<file path="src/blru_pkg.sv">
// ----------------------------------------------------------------------------
// blru_pkg
// Shared types and constants of the LRU buffer cache tag store.
// ----------------------------------------------------------------------------
`default_nettype none

package blru_pkg;

  localparam int NUM_BUFFERS = 32;
  localparam int IDX_W       = (NUM_BUFFERS > 1) ? $clog2(NUM_BUFFERS) : 1;

  localparam logic [7:0] COUNT_MAX = 8'hFF;

  typedef enum logic [2:0] {
    ACT_GET        = 3'd0,
    ACT_RELEASE    = 3'd1,
    ACT_PIN        = 3'd2,
    ACT_UNPIN      = 3'd3,
    ACT_MARK_VALID = 3'd4
  } action_e;

  typedef enum logic [1:0] {
    ST_OK        = 2'd0,
    ST_NO_FREE   = 2'd1,
    ST_COUNT_ERR = 2'd2
  } status_e;

  typedef enum logic [1:0] {
    S_IDLE,
    S_SCAN,
    S_RD,
    S_FIN
  } state_e;

  typedef struct packed {
    logic [2:0]  action;
    logic [7:0]  device;
    logic [31:0] block_number;
    logic [4:0]  slot;
    logic [31:0] now;
  } item_t;

  typedef struct packed {
    logic [4:0] entry;
    logic       hit;
    logic       needs_read;
    status_e    status;
  } res_t;

  typedef struct packed {
    logic [7:0]  device;
    logic [31:0] block;
    logic [7:0]  count;
    logic [31:0] stamp;
    logic        valid;
  } rec_t;

  localparam int REC_W = $bits(rec_t);

  typedef struct packed {
    logic             ren;
    logic [IDX_W-1:0] raddr;
    logic             wen;
    logic [IDX_W-1:0] waddr;
    rec_t             wrec;
  } mem_req_t;

endpackage

`default_nettype wire

</file>
<file path="src/blru_ram.sv">
// ----------------------------------------------------------------------------
// blru_ram
// Single-port-write, single-port-read RAM with registered read data.
// ----------------------------------------------------------------------------
`default_nettype none

module blru_ram #(
  parameter int DEPTH  = 32,
  parameter int WIDTH  = 8,
  parameter int ADDR_W = (DEPTH > 1) ? $clog2(DEPTH) : 1
) (
  input  logic              clk_i,
  input  logic              we_i,
  input  logic [ADDR_W-1:0] waddr_i,
  input  logic [WIDTH-1:0]  wdata_i,
  input  logic              re_i,
  input  logic [ADDR_W-1:0] raddr_i,
  output logic [WIDTH-1:0]  rdata_o
);

  logic [WIDTH-1:0] mem [DEPTH];
  logic [WIDTH-1:0] rdata_q;

  always_ff @(posedge clk_i) begin
    if (we_i) begin
      mem[waddr_i] <= wdata_i;
    end
    if (re_i) begin
      rdata_q <= mem[raddr_i];
    end
  end

  assign rdata_o = rdata_q;

endmodule

`default_nettype wire

</file>
<file path="src/blru_store.sv">
// ----------------------------------------------------------------------------
// blru_store
// Entry record memory with per-entry written bits; unwritten entries read zero.
// ----------------------------------------------------------------------------
`default_nettype none

module blru_store (
  input  logic                clk_i,
  input  logic                rst_ni,
  input  blru_pkg::mem_req_t  req_i,
  output blru_pkg::rec_t      rec_o
);

  import blru_pkg::*;

  logic [NUM_BUFFERS-1:0] seen_q;
  logic                   seen_rd_q;
  logic [REC_W-1:0]       rdata;

  blru_ram #(
    .DEPTH (NUM_BUFFERS),
    .WIDTH (REC_W),
    .ADDR_W(IDX_W)
  ) u_ram (
    .clk_i  (clk_i),
    .we_i   (req_i.wen),
    .waddr_i(req_i.waddr),
    .wdata_i(req_i.wrec),
    .re_i   (req_i.ren),
    .raddr_i(req_i.raddr),
    .rdata_o(rdata)
  );

  always_ff @(posedge clk_i or negedge rst_ni) begin
    if (!rst_ni) begin
      seen_q    <= '0;
      seen_rd_q <= 1'b0;
    end else begin
      if (req_i.ren) begin
        seen_rd_q <= seen_q[req_i.raddr];
      end
      if (req_i.wen) begin
        seen_q[req_i.waddr] <= 1'b1;
      end
    end
  end

  assign rec_o = seen_rd_q ? rec_t'(rdata) : '0;

endmodule

`default_nettype wire

</file>
<file path="src/blru_ctrl.sv">
// ----------------------------------------------------------------------------
// blru_ctrl
// Sequencer: scans entries for tag hit and LRU victim, read-modify-writes.
// ----------------------------------------------------------------------------
`default_nettype none

module blru_ctrl (
  input  logic               clk_i,
  input  logic               rst_ni,
  input  logic               in_valid_i,
  output logic               in_ready_o,
  input  blru_pkg::item_t    item_i,
  input  logic               out_free_i,
  output logic               out_load_o,
  output blru_pkg::res_t     res_o,
  output blru_pkg::mem_req_t req_o,
  input  blru_pkg::rec_t     rec_i
);

  import blru_pkg::*;

  localparam logic [IDX_W-1:0] LAST_IDX = IDX_W'(NUM_BUFFERS - 1);

  state_e           state_q, state_d;
  item_t            item_q, item_d;
  logic [IDX_W-1:0] scan_q, scan_d;
  logic             found_q, found_d;
  logic [IDX_W-1:0] best_idx_q, best_idx_d;
  logic [31:0]      best_stamp_q, best_stamp_d;
  logic             wen_q, wen_d;
  logic [IDX_W-1:0] waddr_q, waddr_d;
  rec_t             wrec_q, wrec_d;
  res_t             res_q, res_d;

  logic             accept;
  logic             in_range;
  logic             act_known;
  logic             match;
  logic             cand;
  logic [IDX_W-1:0] slot_idx;
  logic [IDX_W-1:0] item_slot_idx;

  assign accept        = in_valid_i && in_ready_o;
  assign slot_idx      = IDX_W'(item_i.slot);
  assign item_slot_idx = IDX_W'(item_q.slot);
  assign in_range      = 32'(item_i.slot) < NUM_BUFFERS;
  assign act_known     = item_i.action inside {ACT_RELEASE, ACT_PIN, ACT_UNPIN, ACT_MARK_VALID};
  assign match         = (rec_i.device == item_q.device) &&
                         (rec_i.block == item_q.block_number);
  assign cand          = (rec_i.count == 8'd0) && (!found_q || (rec_i.stamp < best_stamp_q));

  // next state
  always_comb begin
    state_d = state_q;
    case (state_q)
      S_IDLE: begin
        if (accept) begin
          if (item_i.action == ACT_GET) begin
            state_d = S_SCAN;
          end else if (act_known && in_range) begin
            state_d = S_RD;
          end else begin
            state_d = S_FIN;
          end
        end
      end
      S_SCAN: begin
        if (match || (scan_q == LAST_IDX)) begin
          state_d = S_FIN;
        end
      end
      S_RD: state_d = S_FIN;
      S_FIN: begin
        if (out_free_i) begin
          state_d = S_IDLE;
        end
      end
      default: state_d = S_IDLE;
    endcase
  end

  // datapath and outputs
  always_comb begin
    item_d       = item_q;
    scan_d       = scan_q;
    found_d      = found_q;
    best_idx_d   = best_idx_q;
    best_stamp_d = best_stamp_q;
    wen_d        = wen_q;
    waddr_d      = waddr_q;
    wrec_d       = wrec_q;
    res_d        = res_q;
    in_ready_o   = 1'b0;
    out_load_o   = 1'b0;
    req_o        = '0;
    req_o.waddr  = waddr_q;
    req_o.wrec   = wrec_q;
    case (state_q)
      S_IDLE: begin
        in_ready_o = 1'b1;
        if (accept) begin
          item_d     = item_i;
          wen_d      = 1'b0;
          scan_d     = '0;
          found_d    = 1'b0;
          res_d      = '0;
          res_d.entry = item_i.slot;
          if (item_i.action == ACT_GET) begin
            req_o.ren   = 1'b1;
            req_o.raddr = '0;
          end else if (act_known && in_range) begin
            req_o.ren   = 1'b1;
            req_o.raddr = slot_idx;
          end else if (act_known) begin
            res_d.status = ST_COUNT_ERR;
          end
        end
      end
      S_SCAN: begin
        waddr_d = scan_q;
        if (match) begin
          res_d.entry      = 5'(scan_q);
          res_d.hit        = 1'b1;
          res_d.needs_read = !rec_i.valid;
          wrec_d           = rec_i;
          wrec_d.count     = rec_i.count + 8'd1;
          if (rec_i.count == COUNT_MAX) begin
            res_d.status = ST_COUNT_ERR;
            wen_d        = 1'b0;
          end else begin
            res_d.status = ST_OK;
            wen_d        = 1'b1;
          end
        end else begin
          if (cand) begin
            found_d      = 1'b1;
            best_idx_d   = scan_q;
            best_stamp_d = rec_i.stamp;
          end
          if (scan_q == LAST_IDX) begin
            wrec_d.device = item_q.device;
            wrec_d.block  = item_q.block_number;
            wrec_d.count  = 8'd1;
            wrec_d.stamp  = best_stamp_d;
            wrec_d.valid  = 1'b0;
            waddr_d       = best_idx_d;
            res_d.hit     = 1'b0;
            if (found_d) begin
              wen_d            = 1'b1;
              res_d.entry      = 5'(best_idx_d);
              res_d.needs_read = 1'b1;
              res_d.status     = ST_OK;
            end else begin
              wen_d            = 1'b0;
              res_d.entry      = '0;
              res_d.needs_read = 1'b0;
              res_d.status     = ST_NO_FREE;
            end
          end else begin
            scan_d      = scan_q + 1'b1;
            req_o.ren   = 1'b1;
            req_o.raddr = scan_q + 1'b1;
          end
        end
      end
      S_RD: begin
        waddr_d      = item_slot_idx;
        wrec_d       = rec_i;
        wen_d        = 1'b1;
        res_d.status = ST_OK;
        case (item_q.action)
          ACT_RELEASE: begin
            wrec_d.count = rec_i.count - 8'd1;
            if (rec_i.count == 8'd0) begin
              wen_d        = 1'b0;
              res_d.status = ST_COUNT_ERR;
            end else if (rec_i.count == 8'd1) begin
              wrec_d.stamp = item_q.now;
            end
          end
          ACT_PIN: begin
            wrec_d.count = rec_i.count + 8'd1;
            if (rec_i.count == COUNT_MAX) begin
              wen_d        = 1'b0;
              res_d.status = ST_COUNT_ERR;
            end
          end
          ACT_UNPIN: begin
            wrec_d.count = rec_i.count - 8'd1;
            if (rec_i.count == 8'd0) begin
              wen_d        = 1'b0;
              res_d.status = ST_COUNT_ERR;
            end
          end
          default: wrec_d.valid = 1'b1;
        endcase
      end
      S_FIN: begin
        out_load_o = out_free_i;
        req_o.wen  = wen_q && out_free_i;
      end
      default: ;
    endcase
  end

  assign res_o = res_q;

  always_ff @(posedge clk_i or negedge rst_ni) begin
    if (!rst_ni) begin
      state_q <= S_IDLE;
      found_q <= 1'b0;
      wen_q   <= 1'b0;
      scan_q  <= '0;
    end else begin
      state_q <= state_d;
      found_q <= found_d;
      wen_q   <= wen_d;
      scan_q  <= scan_d;
    end
  end

  always_ff @(posedge clk_i) begin
    item_q       <= item_d;
    best_idx_q   <= best_idx_d;
    best_stamp_q <= best_stamp_d;
    waddr_q      <= waddr_d;
    wrec_q       <= wrec_d;
    res_q        <= res_d;
  end

endmodule

`default_nettype wire

</file>
<file path="src/block_buffer_cache_lru.sv">
// ----------------------------------------------------------------------------
// block_buffer_cache_lru
// Fully associative buffer cache tag store with timestamp LRU replacement.
//
// The slave stream carries one command per beat: tuser holds the action
// (get, release, pin, unpin, mark_valid), tdata the device, block number,
// slot and current time. The master stream returns one result beat per
// command: entry, hit, needs_read and status.
//
// One command is worked on at a time. A get reads the entry records from the
// tag memory one per cycle, stopping at the first tag match, while tracking
// the unreferenced entry with the oldest release stamp. Other actions do one
// read-modify-write of the named entry.
//
// Reset clears all entries at once through per-entry written bits. A result
// waits in the output register while the receiver stalls; the next command
// is accepted meanwhile and finishes as soon as that register frees up.
// ----------------------------------------------------------------------------
`default_nettype none

module block_buffer_cache_lru (
  input  logic        clk_i,
  input  logic        rst_ni,
  input  logic        s_axis_tvalid,
  output logic        s_axis_tready,
  input  logic [79:0] s_axis_tdata,  // device, block_number, slot, now, zero pad
  input  logic [2:0]  s_axis_tuser,  // action
  output logic        m_axis_tvalid,
  input  logic        m_axis_tready,
  output logic [15:0] m_axis_tdata   // entry, hit, needs_read, status, zero pad
);

  import blru_pkg::*;

  item_t    item;
  res_t     res;
  res_t     out_q;
  logic     out_valid_q;
  logic     out_free;
  logic     out_load;
  mem_req_t req;
  rec_t     rec;

  assign item.action       = s_axis_tuser;
  assign item.device       = s_axis_tdata[7:0];
  assign item.block_number = s_axis_tdata[39:8];
  assign item.slot         = s_axis_tdata[44:40];
  assign item.now          = s_axis_tdata[76:45];

  assign out_free = !out_valid_q || m_axis_tready;

  blru_ctrl u_ctrl (
    .clk_i     (clk_i),
    .rst_ni    (rst_ni),
    .in_valid_i(s_axis_tvalid),
    .in_ready_o(s_axis_tready),
    .item_i    (item),
    .out_free_i(out_free),
    .out_load_o(out_load),
    .res_o     (res),
    .req_o     (req),
    .rec_i     (rec)
  );

  blru_store u_store (
    .clk_i (clk_i),
    .rst_ni(rst_ni),
    .req_i (req),
    .rec_o (rec)
  );

  always_ff @(posedge clk_i or negedge rst_ni) begin
    if (!rst_ni) begin
      out_valid_q <= 1'b0;
    end else if (out_load) begin
      out_valid_q <= 1'b1;
    end else if (m_axis_tready) begin
      out_valid_q <= 1'b0;
    end
  end

  always_ff @(posedge clk_i) begin
    if (out_load) begin
      out_q <= res;
    end
  end

  assign m_axis_tvalid = out_valid_q;
  assign m_axis_tdata  = {7'd0, out_q.status, out_q.needs_read, out_q.hit, out_q.entry};

endmodule

`default_nettype wire
</file>
<file path="config.mk">
export PLATFORM = sky130hd
export DESIGN_NAME = block_buffer_cache_lru
export DESIGN_NICKNAME = d
export VERILOG_FILES = /design/src/blru_pkg.sv /design/src/blru_ram.sv /design/src/blru_store.sv /design/src/blru_ctrl.sv /design/src/block_buffer_cache_lru.sv
export SDC_FILE = /design/constraint.sdc
export NUM_CORES = 2
export LEC_CHECK = 0
export BUFFER_PORTS_ARGS = -buffer_cell sky130_fd_sc_hd__buf_2
export CORE_MARGIN = 2
export CORE_UTILIZATION = 38
export DETAILED_ROUTE_END_ITERATION = 10
export GPL_TIMING_DRIVEN = 1
export PLACE_DENSITY = 0.58
export SETUP_SLACK_MARGIN = 0.02
export SLEW_MARGIN = 20
export SYNTH_ARGS = -nofsm -noshare
export SYNTH_HDL_FRONTEND = slang
export SYNTH_HIERARCHICAL = 1
export SYNTH_SLANG_ARGS = --single-unit
</file>
<file path="constraint.sdc">
create_clock -name clk_i -period 7.25 [get_ports clk_i]
set_input_delay 2.175 -clock clk_i [delete_from_list [all_inputs] [get_ports clk_i]]
set_output_delay 2.175 -clock clk_i [all_outputs]
set_load 0.01 [all_outputs]
</file>
## Yosys cells after proc, flatten, opt, wreduce, memory -nomap -nowiden

Memories as Yosys holds them, arrays and structs flattened. A register that Yosys moved wholly into a read port is not among the register bits.
Index checks and enable logic that the tools add are counted.

| storage, ports and cells | value |
|---|---|
| register bits | 264 |
| memory bits (writable) | 2592 |
| bits of input ports | 87 |
| output and inout port bits | 18 |
| logic and storage cells | 152 |
| memories kept | 1 |

| operators by class | value |
|---|---|
| add/sub/neg operators | 3 |
| order comparisons | 4 |
| equal/unequal tests | 21 |
| mux-type cells | 64 |
| bitwise operators | 2 |
| reductions and logical operators | 29 |

Memories:

| name | words | width | read ports | clocked after Yosys merged registers in | wr ports | line | text |
|---|---|---|---|---|---|---|---|
| u_store.u_ram.mem | 32 | 81 | 1 | 1 | 1 | blru_ram.sv:21 | `logic [WIDTH-1:0] mem [DEPTH];` |

Operators with widths:

| kind | count |
|---|---|
| two-way mux 81 bit | 3 |
| case mux 81 bit (2 select lines) | 1 |
| two-way mux 32 bit | 4 |
| two-way mux 5 bit | 7 |
| == test 32 bit | 1 |
| less-than comparator 32 bit | 1 |
| bitwise OR 32 bit | 1 |
| two-way mux 6 bit | 5 |
| two-way mux 9 bit | 3 |
| two-way mux 1 bit | 21 |
| case mux 5 bit (2 select lines) | 2 |
| case mux 8 bit (2 select lines) | 1 |
| case mux 7 bit (2 select lines) | 1 |
| == test 3 x 2 -> 1 bit (second input constant) | 4 |
| less-than comparator 5 x 6 -> 1 bit (second input constant) | 2 |
| two-way mux 2 bit | 6 |
| case mux 6 bit (2 select lines) | 1 |
| AND reduction 3 bit | 4 |
| adder 8 x 1 -> 8 bit (second input constant) | 1 |
| == test 8 x 1 -> 1 bit (second input constant) | 1 |
| == test 8 bit | 1 |
| == test 8 bit (second input constant) | 1 |
| logical NOT 8 bit | 1 |
| case mux 2 bit (4 select lines) | 1 |
| other kinds (31) | 49 |

## Logic depth before layout (Yosys ltp)

| depth | value |
|---|---|
| depth in word-level cells | 11 |
| depth in mapped cells | 19 |
| depth with buffers taken out | 13 |

## Hierarchy

Netlist, hierarchy kept.

By module, submodules not included:

| module | times used | cells each | area each (um2) | sequential area each (um2) |
|---|---|---|---|---|
| blru_ram | 1 | 4755 | 100949.3 | 80267.0 |
| blru_ctrl | 1 | 858 | 10983.0 | 6591.3 |
| blru_store | 1 | 214 | 2054.5 | 825.8 |
| block_buffer_cache_lru | 1 | 20 | 374.1 | 295.3 |

## Worst setup path before layout

Ideal clock, no wire load.

| path | value |
|---|---|
| kind | register -> register |
| start point | register u_store.seen_rd_q |
| end point | register u_ctrl.wrec_q, in the netlist u_ctrl/req_o[0], enable pin |
| setup time | 0.555 ns |
| arrival time | 6.745 ns |
| data required time | 6.695 ns |
| slack | -0.050 ns |
| cell stages (with the launch flop) | 10 |
| buffers on the path | 2 |
| period minus slack after synthesis | 7.300 ns |
| path through | dfrtp_1 > clkbuf_1 > clkbuf_1 > and2_1 > xor2_1 > nor4_1 > nand4_1 > nor4_2 > nor2_1 > a22oi_1 |

RTL lines:

| item | line | text |
|---|---|---|
| start, declared | blru_store.sv:17 | `logic seen_rd_q;` |
| start signal, assigned | blru_store.sv:40 | `seen_rd_q <= seen_q[req_i.raddr];` |
| end signal, assigned | blru_ctrl.sv:227 | `wrec_q <= wrec_d;` |
| end, declared | blru_ctrl.sv:32 | `rec_t wrec_q, wrec_d;` |

==> impl_metrics.tcl <==
set metrics [dict create \
    outcome "finished clean" \
    core_sq_mm 0.300 \
    r2r-end "u_store/u_ram/rdata_o[68]" \
    cts_tree "yes" \
    start_kind "register" \
    syn_to_final_growth_pct 14.6 \
    skew_ns 0.0476 \
    cts_resized 0 \
    hold_class "reg2reg" \
    place_ws_ns 1.02 \
    yosysSeqAreaShare_pct 76.9 \
    dr.pass1.iters 6 \
    worstSetupEndpointType "register" \
    vias 59800 \
    cts_made_buffers 306 \
    maxSlewHeadroom_pct 22.1 \
    r2r_start "u_store/seen_rd_q" \
    ys_async_sr_fraction_pct 1.46 \
    clk_pin_slew_ns 0.06 \
    die_h_um 553 \
    endpoint "u_store/u_ram/rdata_o[68]" \
    ys.flop_type "edfxtp_1" \
    layout-drive-gt1-share_pct 18.8 \
    cp.arrival_ns 6.84 \
    post-cts-setup-buffers 0 \
    root_buffer "clkbuf_16" \
    drv_cap 0 \
    power_leakage_nw 40.4 \
    final-setup-viol-count 0 \
    worstPathRequired_ns 7.85 \
    wl_per_cell_um 30.6 \
    die_w_um 553 \
    cts_hold_buf 0 \
    cts_max_level 5 \
    nets 6316 \
    tightest_slew_ns 1.17 \
    dieArea_sq_mm 0.305 \
    synth_area_sq_mm 0.114 \
    drt-total-wl_um 317000 \
    timing.final.ws_setup_ns 1.01 \
    drt_iter0_markers 6942 \
    reg2reg_setup_slack_ns 1.01 \
    portBuffers 94 \
    critPathKind "reg2reg" \
    hpwlAfterDp_um 169000 \
    grt_remaining_overflow 0 \
    grt_usage_pct 20.3 \
    ant_nets 0 \
    fin_cells 10400 \
    hold_viol 0 \
    synth_warnings 6 \
    critPathLaunch "u_store/seen_rd_q" \
    netlist_instances 5847 \
    grt_max_degree 87 \
    irDropWorstVdd_mv 0.392 \
    clock_path_buffers 4 \
    grt_setup_unrepaired "no" \
    fin_crit_ns 6.24 \
    maxSlewViolCount 0 \
    start_util_pct 38.2 \
    insertion_delay_ns 0.87 \
    fin_setup_tns_ns 0 \
    syn_area_per_cell_sq_um 19.6 \
    post-route-period-util_pct 86.0 \
    grt_pass1_vias 58800 \
    row_count 201 \
    p_per_area_mw_per_mm2 386 \
    placed_cells 9834 \
    drc 0 \
    cp_max_fo 80 \
    nFillCells 25600 \
    grt_pass1_wl_um 444000 \
    multi_input_area_sq_mm 0.0250 \
    io_pins 105 \
    ff2ff_path_depth 15 \
    viasPerCell 5.77 \
    synth_seq_cells 2937 \
    fmax_ghz 0.160 \
    regArea_sq_mm 0.0880 \
    cts_sinks 2937 \
    synthDistinctLibCells 73 \
    antenna_found_initial 9 \
    synth_edf_count 2894 \
    place_congestion 0.788 \
]
## per-layer routing
layer	global-route usage [%]	share of wire [%]
met1	29.0	43
met2	32.6	47
met3	3.02	7.5
met4	5.34	2.6
met5	0	0
## cell type report
| class | count | share of cell area [%] |
|---|---|---|
| timing repair buffer | 354 | 2.72 |
| sequential | 2937 | 67.1 |
| multi-input combinational | 2540 | 19.1 |
| clock inverter | 146 | 0.980 |
| antenna | 2 | 0.00382 |
| tap | 3958 | 3.78 |
| clock buffer | 386 | 6.17 |
| inverter | 49 | 0.140 |
## cell usage in the layout (no fill, tap or decap), types with 11 or more instances in the layout
cell type  instances
dfrtp_1           42
xor2_1            35
inv_1             48
bufinv_16         19
o21bai_1          17
a31oi_1           53
a21o_1            17
o21ai_0           48
clkinv_1          60
buf_12            89
mux2_2            44
clkbuf_16        311
mux4_2           324
o21a_1            38
nand2_1          123
buf_4            168
nor4_1            11
nor2b_1           15
nor2_1            24
a21oi_1           39
ha_1              40
clkinv_2          44
mux2i_1          698
a22o_1            49
nand4_1           44
buf_2             94
nand3_1          177
and2_1            94
a22oi_1          452
clkbuf_1          73
edfxtp_1        2894
xnor2_1           14
nor2_4            41
## through the flow
| stage | power, mW | hold slack [ns] | area [sq um] | utilization (%) |
|---|---|---|---|---|
| 6_report | 50.6 | 0.427 | 131000 | 43.8 |
| 3_5_place_dp | 36.0 | 0.414 | 122000 | 40.6 |
| 2_1_floorplan | 31.1 | 0.400 | 114000 | - |
| 3_3_place_gp | 35.7 | 0.402 | 122000 | 40.6 |
| 5_1_grt | 52.5 | 0.437 | 131000 | 43.8 |
| 4_1_cts | 50.9 | 0.428 | 131000 | 43.7 |
## cells by family after synthesis
family | Yosys count | share of synthesized area [%]
AO/OA/AOI/OAI | 769 | 4.89
XOR/XNOR | 49 | 0.375
buffers and inverters | 376 | 1.64
multiplexers | 1066 | 12.9
flip-flops | 2937 | 76.9
other | 1 | 0.00328
AND/OR/NAND/NOR | 608 | 2.79
adder cells (fa/ha/maj) | 41 | 0.449
## sequential cells by signal, indices dropped and copies added (netlist names)
name and flops:
u_store/u_ram/rdata_o 81, u_store/u_ram/mem 2592, u_ctrl/best_idx_q 5, u_ctrl/state_q 2, u_store/seen_rd_q 1, u_ctrl/wen_q 1
u_ctrl/waddr_q 5, m_axis_tvalid 1, u_ctrl/scan_q 5, m_axis_tdata 9, u_ctrl/item_q 75, u_ctrl/item_slot_idx 5
u_ctrl/found_q 1, u_ctrl/req_o 81, u_ctrl/best_stamp_q 32, u_ctrl/res_o 9, u_store/seen_q 32
## power by group
group | leakage [nW] | total [mW] | internal [mW] | switching (mW)
combinational | 9.12 | 10.8 | 4.22 | 6.61
clock | 4.58 | 15.0 | 8.58 | 6.38
sequential | 26.7 | 24.8 | 22.4 | 2.40
total | 40.4 | 50.6 | 35.2 | 15.4
## worst min-delay path by stage
stage	end	slack (ns)	depth (start not counted)	from
after floorplan	m_axis_tdata[0]	0.40	0	u_ctrl/res_o[4]
after global placement	m_axis_tdata[2]	0.40	0	u_ctrl/res_o[6]
after detailed placement	m_axis_tdata[6]	0.41	0	u_ctrl/res_o[2]
after CTS	m_axis_tdata[6]	0.43	0	u_ctrl/res_o[2]
after global routing	m_axis_tdata[6]	0.44	0	u_ctrl/res_o[2]
final	m_axis_tdata[3]	0.43	0	u_ctrl/res_o[7]
## cell usage after synthesis, drive strengths merged, types with 44 or more instances
library cell	instances	share of area (%)
a22o	51	0.39
a22oi	453	3.0
a31oi	53	0.29
and2	98	0.54
buf	184	1.0
clkbuf	143	0.47
edfxtp	2894	76
inv	49	0.16
mux2	44	0.43
mux2i	698	6.1
mux4	324	6.4
nand2	124	0.41
nand3	177	0.77
nand4	44	0.24
nor2	69	0.24
o21ai	51	0.22
## worst max-delay path, cell delays in order (launching register included)
cell and delay (ns):
dfrtp_4 0.97, and2_1 0.27, xor2_1 0.68, nor4_1 0.20, nand4_1 0.27, nor4_4 0.07
buf_4 0.21, nor2_1 0.22, nand2_1 0.26, o21ai_4 0.70, buf_12 0.28, buf_12 0.41
buf_4 0.43, mux4_2 0.35, a22oi_1 0.25, nand3_1 0.11
Power figures use the tool's default switching activity.
